--- src/rtl/lbe_pkg.sv ---
package lbe_pkg;

   localparam int DATA_WIDTH      = 8;
   localparam int PARITY_WIDTH    = 4;
   localparam int NUM_MASKS       = 4;
   localparam int CSR_INDEX_WIDTH = 3;

   typedef logic [DATA_WIDTH-1:0]   mask_type;
   typedef logic [PARITY_WIDTH-1:0] nibble_type;

   // register indexes
   localparam logic [CSR_INDEX_WIDTH-1:0] CSR_PARITY_MASK_0 = 3'd0;
   localparam logic [CSR_INDEX_WIDTH-1:0] CSR_PARITY_MASK_1 = 3'd1;
   localparam logic [CSR_INDEX_WIDTH-1:0] CSR_PARITY_MASK_2 = 3'd2;
   localparam logic [CSR_INDEX_WIDTH-1:0] CSR_PARITY_MASK_3 = 3'd3;

   localparam mask_type MASK_0_RESET = 8'hEE;
   localparam mask_type MASK_1_RESET = 8'hD9;
   localparam mask_type MASK_2_RESET = 8'hB4;
   localparam mask_type MASK_3_RESET = 8'h73;

   typedef struct packed {
      logic [DATA_WIDTH-1:0] data_byte;
      logic                  end_of_stream;
   } req_payload_type;

   typedef struct packed {
      logic [DATA_WIDTH-1:0] code_byte;
      logic                  last_of_run;
   } rsp_payload_type;

   typedef struct packed {
      mask_type mask_0;
      mask_type mask_1;
      mask_type mask_2;
      mask_type mask_3;
   } mask_set_type;

endpackage

--- src/rtl/lbe_parity.sv ---
module lbe_parity (
   input  logic [lbe_pkg::DATA_WIDTH-1:0] data_byte,
   input  lbe_pkg::mask_set_type          masks,
   output lbe_pkg::nibble_type            parity
);
   import lbe_pkg::*;

   // first mask lands in the most significant parity bit
   always_comb begin
      parity[3] = ^(data_byte & masks.mask_0);
      parity[2] = ^(data_byte & masks.mask_1);
      parity[1] = ^(data_byte & masks.mask_2);
      parity[0] = ^(data_byte & masks.mask_3);
   end

endmodule

--- src/rtl/linear_block_encoder_12_8_packer.sv ---
// channel | ports                              | transfer when
// --------+------------------------------------+----------------------------
// input   | req_valid, req_stall, req_payload  | req_valid && !req_stall
// result  | rsp_valid, rsp_stall, rsp_payload  | rsp_valid && !rsp_stall
// config  | csr_we, csr_index, csr_wdata       | csr_we
//
// An item waits in the input register, then loads the result buffer when it has room.
// Each item gives one or two result bytes, drained one per cycle, while rsp_stall is
// low, from the two-slot result buffer, so the rate is one item per cycle for one-byte
// items; a two-byte item holds the next item back until its first byte has gone.
// Synchronous reset restores the parity masks and clears the residue.
// A stalled result holds the buffer; the input stalls while its register is full and cannot load.
module linear_block_encoder_12_8_packer (
   input  logic                                 clock,
   input  logic                                 reset,
   input  logic                                 req_valid,
   output logic                                 req_stall,
   input  lbe_pkg::req_payload_type             req_payload,
   output logic                                 rsp_valid,
   input  logic                                 rsp_stall,
   output lbe_pkg::rsp_payload_type             rsp_payload,
   input  logic                                 csr_we,
   input  logic [lbe_pkg::CSR_INDEX_WIDTH-1:0]  csr_index,
   input  logic [lbe_pkg::DATA_WIDTH-1:0]       csr_wdata
);
   import lbe_pkg::*;

   mask_set_type    masks_ff, masks_in;
   logic            in_valid_ff, in_valid_in;
   req_payload_type in_data_ff;
   nibble_type      residue_bits_ff, residue_bits_in;
   logic            residue_valid_ff, residue_valid_in;
   rsp_payload_type slot0_ff, slot0_in, slot1_ff, slot1_in;
   logic [1:0]      count_ff, count_in;

   nibble_type      parity;
   logic            req_xfer, rsp_xfer, load;
   rsp_payload_type new0, new1;
   logic [1:0]      new_count;

   lbe_parity u_parity (
      .data_byte (in_data_ff.data_byte),
      .masks     (masks_ff),
      .parity    (parity)
   );

   assign rsp_xfer  = rsp_valid && !rsp_stall;
   assign load      = in_valid_ff && (count_ff == 2'd0 || (count_ff == 2'd1 && rsp_xfer));
   assign req_stall = in_valid_ff && !load;
   assign req_xfer  = req_valid && !req_stall;
   assign rsp_valid = count_ff != 2'd0;
   assign rsp_payload = slot0_ff;

   always_comb begin
      masks_in = masks_ff;
      if (csr_we) begin
         unique case (csr_index)
            CSR_PARITY_MASK_0: masks_in.mask_0 = csr_wdata;
            CSR_PARITY_MASK_1: masks_in.mask_1 = csr_wdata;
            CSR_PARITY_MASK_2: masks_in.mask_2 = csr_wdata;
            CSR_PARITY_MASK_3: masks_in.mask_3 = csr_wdata;
            default:           masks_in = masks_ff;
         endcase
      end
   end

   // packing of one codeword against the pending residue
   always_comb begin
      residue_bits_in  = residue_bits_ff;
      residue_valid_in = residue_valid_ff;
      new1.code_byte   = {parity, 4'b0000};
      new1.last_of_run = 1'b1;
      if (residue_valid_ff) begin
         new0.code_byte   = {residue_bits_ff, in_data_ff.data_byte[7:4]};
         new0.last_of_run = 1'b0;
         new1.code_byte   = {in_data_ff.data_byte[3:0], parity};
         new_count        = 2'd2;
         residue_bits_in  = '0;
         residue_valid_in = 1'b0;
      end else if (in_data_ff.end_of_stream) begin
         // flush the parity nibble zero-filled
         new0.code_byte   = in_data_ff.data_byte;
         new0.last_of_run = 1'b0;
         new_count        = 2'd2;
         residue_bits_in  = '0;
         residue_valid_in = 1'b0;
      end else begin
         new0.code_byte   = in_data_ff.data_byte;
         new0.last_of_run = 1'b1;
         new_count        = 2'd1;
         residue_bits_in  = parity;
         residue_valid_in = 1'b1;
      end
      if (!load) begin
         residue_bits_in  = residue_bits_ff;
         residue_valid_in = residue_valid_ff;
      end
   end

   always_comb begin
      slot0_in = slot0_ff;
      slot1_in = slot1_ff;
      count_in = count_ff;
      if (load) begin
         slot0_in = new0;
         slot1_in = new1;
         count_in = new_count;
      end else if (rsp_xfer) begin
         slot0_in = slot1_ff;
         count_in = count_ff - 2'd1;
      end
   end

   assign in_valid_in = req_xfer ? 1'b1 : (load ? 1'b0 : in_valid_ff);

   always_ff @(posedge clock) begin
      if (reset) begin
         masks_ff         <= '{MASK_0_RESET, MASK_1_RESET, MASK_2_RESET, MASK_3_RESET};
         in_valid_ff      <= 1'b0;
         residue_bits_ff  <= '0;
         residue_valid_ff <= 1'b0;
         count_ff         <= 2'd0;
      end else begin
         masks_ff         <= masks_in;
         in_valid_ff      <= in_valid_in;
         residue_bits_ff  <= residue_bits_in;
         residue_valid_ff <= residue_valid_in;
         count_ff         <= count_in;
      end
   end

   always_ff @(posedge clock) begin
      if (req_xfer) begin
         in_data_ff <= req_payload;
      end
      slot0_ff <= slot0_in;
      slot1_ff <= slot1_in;
   end

`ifndef ASSERT_OFF
   a_count_range: assert property (@(posedge clock) disable iff (reset)
      count_ff != 2'd3)
      else $error("result buffer count out of range");

   a_hold_input: assert property (@(posedge clock) disable iff (reset)
      in_valid_ff && !load |=> in_valid_ff && $stable(in_data_ff))
      else $error("pending input item lost");

   a_residue_used: assert property (@(posedge clock) disable iff (reset)
      load && residue_valid_ff |=> !residue_valid_ff && count_ff == 2'd2)
      else $error("residue not consumed as two result bytes");

   a_load_shows: assert property (@(posedge clock) disable iff (reset)
      load |=> rsp_valid)
      else $error("loaded item gives no result");
`endif

endmodule
--- config.mk ---
export PLATFORM = sky130hd
export DESIGN_NAME = linear_block_encoder_12_8_packer
export DESIGN_NICKNAME = d
export VERILOG_FILES = /design/src/rtl/lbe_pkg.sv /design/src/rtl/lbe_parity.sv /design/src/rtl/linear_block_encoder_12_8_packer.sv
export SDC_FILE = /design/constraint.sdc
export NUM_CORES = 1
export LEC_CHECK = 0
export ABC_AREA = 1
export BUFFER_PORTS_ARGS = -buffer_cell sky130_fd_sc_hd__buf_2
export CAP_MARGIN = 20
export CORE_MARGIN = 4
export CORE_UTILIZATION = 50
export CTS_CLUSTER_DIAMETER = 50
export DETAILED_ROUTE_END_ITERATION = 10
export GPL_TIMING_DRIVEN = 0
export PLACE_DENSITY = 0.72
export SYNTH_ARGS = -nofsm -noshare
export SYNTH_HDL_FRONTEND = slang
export SYNTH_SLANG_ARGS = --single-unit
--- constraint.sdc ---
create_clock -name clock -period 1.4 [get_ports clock]
set_input_delay 0.14 -clock clock [delete_from_list [all_inputs] [get_ports clock]]
set_output_delay 0.14 -clock clock [all_outputs]
set_load 0.02 [all_outputs]
==> flow_summary.json <==
{
  "die_y_um": 90.1,
  "critical_path.endpoint_type": "register",
  "p_total_uw": 6850,
  "cp.arrival_ns": 1.69,
  "synth_cell_types": 23,
  "setup_viol": 27,
  "cp-startpoint": "in_data_ff[7]",
  "r2r_end": "slot1_ff[7]",
  "ys.flop_type": "dfxtp_1",
  "worstPathRequired_ns": 1.50,
  "setup.worst_path.start_class": "register",
  "synth_nets": 518,
  "fin_crit_ns": 1.58,
  "grt_pass1_wl_um": 14700,
  "antenna_found_initial": 0,
  "worstMarginPinSlew_ns": 0.519,
  "cellLeakagePower_uw": 0.00224,
  "synthCells": 491,
  "grtUsageTotal_pct": 22.5,
  "cts_root_buf": "clkbuf_8",
  "synth_commonest_cells": "259 x nand2_1, 43 x inv_1, 40 x dfxtp_1",
  "grt_setup_unrepaired": "yes",
  "reg2reg_from": "in_data_ff[7]",
  "maxSlewViolCount": 0,
  "drt_iter0_drc": 250,
  "nNetsFinal": 598,
  "vias": 3458,
  "ios": 36,
  "core_mm2": 0.00646,
  "holdWs_ns": 0.0592,
  "r2r_slack_ns": -0.18,
  "regArea_mm2": 0.00159,
  "min_from": "csr_wdata[7]",
  "gp_congestion": 0.816,
  "fill_cells": 474,
  "maxCapViolations": 0,
  "ys_top_cells_by_area": "nand2_1 29%, dfxtp_1 24%, edfxtp_1 23%, inv_1 4.8%, nor2_1 4.2%",
  "clkLatencyLatePin_ns": 0.35,
  "cts_tree": "done",
  "min_period_over_period_pct": 113,
  "async_reset_ff_share_pct": 0,
  "postSynthAreaPerCell_um2": 6.86,
  "die_w_um": 90.1,
  "firstDrtPassIters": 6,
  "hold_viol": 0,
  "synth_seq_area_share_pct": 47.0,
  "yosysMostFrequentCell": "nand2_1",
  "worstPathMaxFanout": 5,
  "h-tree-depth": 3,
  "reg2regPathDepth": 9,
  "ir_drop_uv": 1130,
  "initial_utilization_pct": 52.2,
  "max_freq_mhz": 632,
  "path_clk_slew_ns": 0.08,
  "finClkSkew_ns": 0.00847,
  "area_growth_pct": 35.0,
  "synth_seq_cells": 66,
  "violations": "setup timing",
  "maxSlewHeadroom_pct": 65.4,
  "multi_input_area_mm2": 0.00183,
  "rows": 29,
  "min_to": "masks_ff[31]",
  "ys_warn_count": 0,
  "routed_via_density": 5.30,
  "antenna_cells": 0,
  "drtAntennaViolNets": 0,
  "port_buffers": 34,
  "synth_edf_count": 26,
  "min_path_cells": 3,
  "dp_slack_ns": -0.188,
  "setup_tns_ns": -1.19,
  "wire_per_inst_um": 14.4,
  "synth_top_cell_by_area": "nand2_1",
  "syn-cell-area_mm2": 0.00337,
  "setup_ws_ns": -0.184,
  "fp.dieArea_mm2": 0.00811,
  "grt_max_degree": 13,
  "status": "finished, violations left",
  "power_density_mw_per_mm2": 1510,
  "min_path_type": "in2reg",
  "drive_above_1_share_pct": 33.9,
  "cts_buffers": 9,
  "first_global_vias": 3256,
  "clkSinkCount": 66,
  "critPathKind": "reg2reg",
  "hpwlAfterDp_um": 5710,
  "clockBufferDepth": 2,
  "grt-ovfl-total": 0,
  "drc_errors": 0,
  "totalWireLength_um": 9400,
  "yosysTopAreaCellShare_pct": 28.9
}
where the power goes:
| part | internal, uW | switching [uW] |
|---|---|---|
| sequential | 2360 | 155 |
| combinational | 1090 | 1470 |
| clock | 995 | 782 |
metal layers:
| layer | wire length [um] | global-route usage [%] | up-vias |
|---|---|---|---|
| met3 | 499 | 4.42 | 34 |
| met1 | 3860 | 26.4 | 1608 |
| met5 | 0 | 0 | - |
| met2 | 4690 | 38.0 | 123 |
| met4 | 351 | 13.4 | 0 |
| li1 | - | - | 1693 |
registers in the layout (all words and copies together) (netlist names):
signal and count:
slot1_ff 8, residue_bits_ff 4, residue_valid_ff 1, masks_ff 32, rsp_payload 9, in_data_ff 9, in_valid_ff 1, count_ff 2
cell families (layout without fill, tap and decap cells):
kind of cell             after synthesis  after routing  share of synthesized area (%)
AO/OA/AOI/OAI                         34             34                           5.61
adder cells (fa/ha/maj)                2              2                          0.743
buffers and inverters                 58            143                           6.76
flip-flops                            66             66                           47.0
AND/OR/NAND/NOR                      331            331                           39.9
stage by stage:
stage / util, % / cell area, um2 / std cells
CTS: 65.3 / 4220 / 643
global route: 70.4 / 4550 / 653
finish: 70.4 / 4550 / 653
global placement: 56.9 / 3680 / 602
floorplan: - / 3410 / 491
detailed placement: 56.9 / 3680 / 602
repair_timing:
action | in CTS | in global routing
endpoints found under the hold margin | 9 | 0
hold buffers | 9 | 0
cloned | 1 | 1
endpoints found under the setup margin | 49 | 31
pin swaps | 20 | 37
resized for setup | 31 | 90
buffers inserted | 15 | 9
critical path, stage by stage (launching register included):
cell and delay [ns]:
edfxtp_1 0.53, nand2_2 0.11, inv_1 0.13, nand2_1 0.06, nand2_1 0.11, nand2_1 0.09, nand2_1 0.09, nand2_2 0.07
nand2_2 0.08, o21ai_1 0.06
area by class of cell:
| class | count | area share [%] |
|---|---|---|
| Inverter | 50 | 4.68 |
| Tap cell | 77 | 2.12 |
| Clock buffer | 9 | 2.72 |
| Buffer | 8 | 1.18 |
| Sequential cell | 66 | 34.9 |
| Multi-Input combinational cell | 367 | 40.2 |
| Timing Repair Buffer | 69 | 12.1 |
| Clock inverter | 7 | 2.06 |
worst max path at each step:
stage | endpoint | slack [ns] | cells past startpoint
after floorplan | in_data_ff[0] | 0.0005 | 8
after global placement | slot1_ff[8] | -0.15 | 9
after detailed placement | slot1_ff[8] | -0.19 | 9
after CTS | slot1_ff[5] | -0.10 | 9
after global routing | slot1_ff[7] | -0.22 | 9
final | slot1_ff[7] | -0.18 | 9
layout by cell type, fill, tap and decap left out, types with 2 or more instances in the layout:
| cell type | n |
|---|---|
| buf_4 | 18 |
| nor2_1 | 29 |
| o21ai_0 | 13 |
| buf_12 | 3 |
| buf_6 | 4 |
| a21oi_1 | 3 |
| clkbuf_8 | 9 |
| nand2_8 | 2 |
| nand3_1 | 24 |
| clkinvlp_4 | 4 |
| o21ai_1 | 2 |
| o21ai_2 | 2 |
| ha_4 | 2 |
| buf_2 | 35 |
| inv_1 | 24 |
| buf_8 | 2 |
| edfxtp_1 | 26 |
| nor2_4 | 9 |
| bufinv_16 | 2 |
| nor2_2 | 4 |
| inv_2 | 21 |
| dlygate4sd3_1 | 9 |
| dfxtp_1 | 38 |
| inv_4 | 3 |
| nand2_1 | 200 |
| nand2_2 | 59 |
| clkbuf_1 | 3 |
| a31oi_1 | 8 |
| a21oi_2 | 4 |
(Power assumes the default switching activity.)
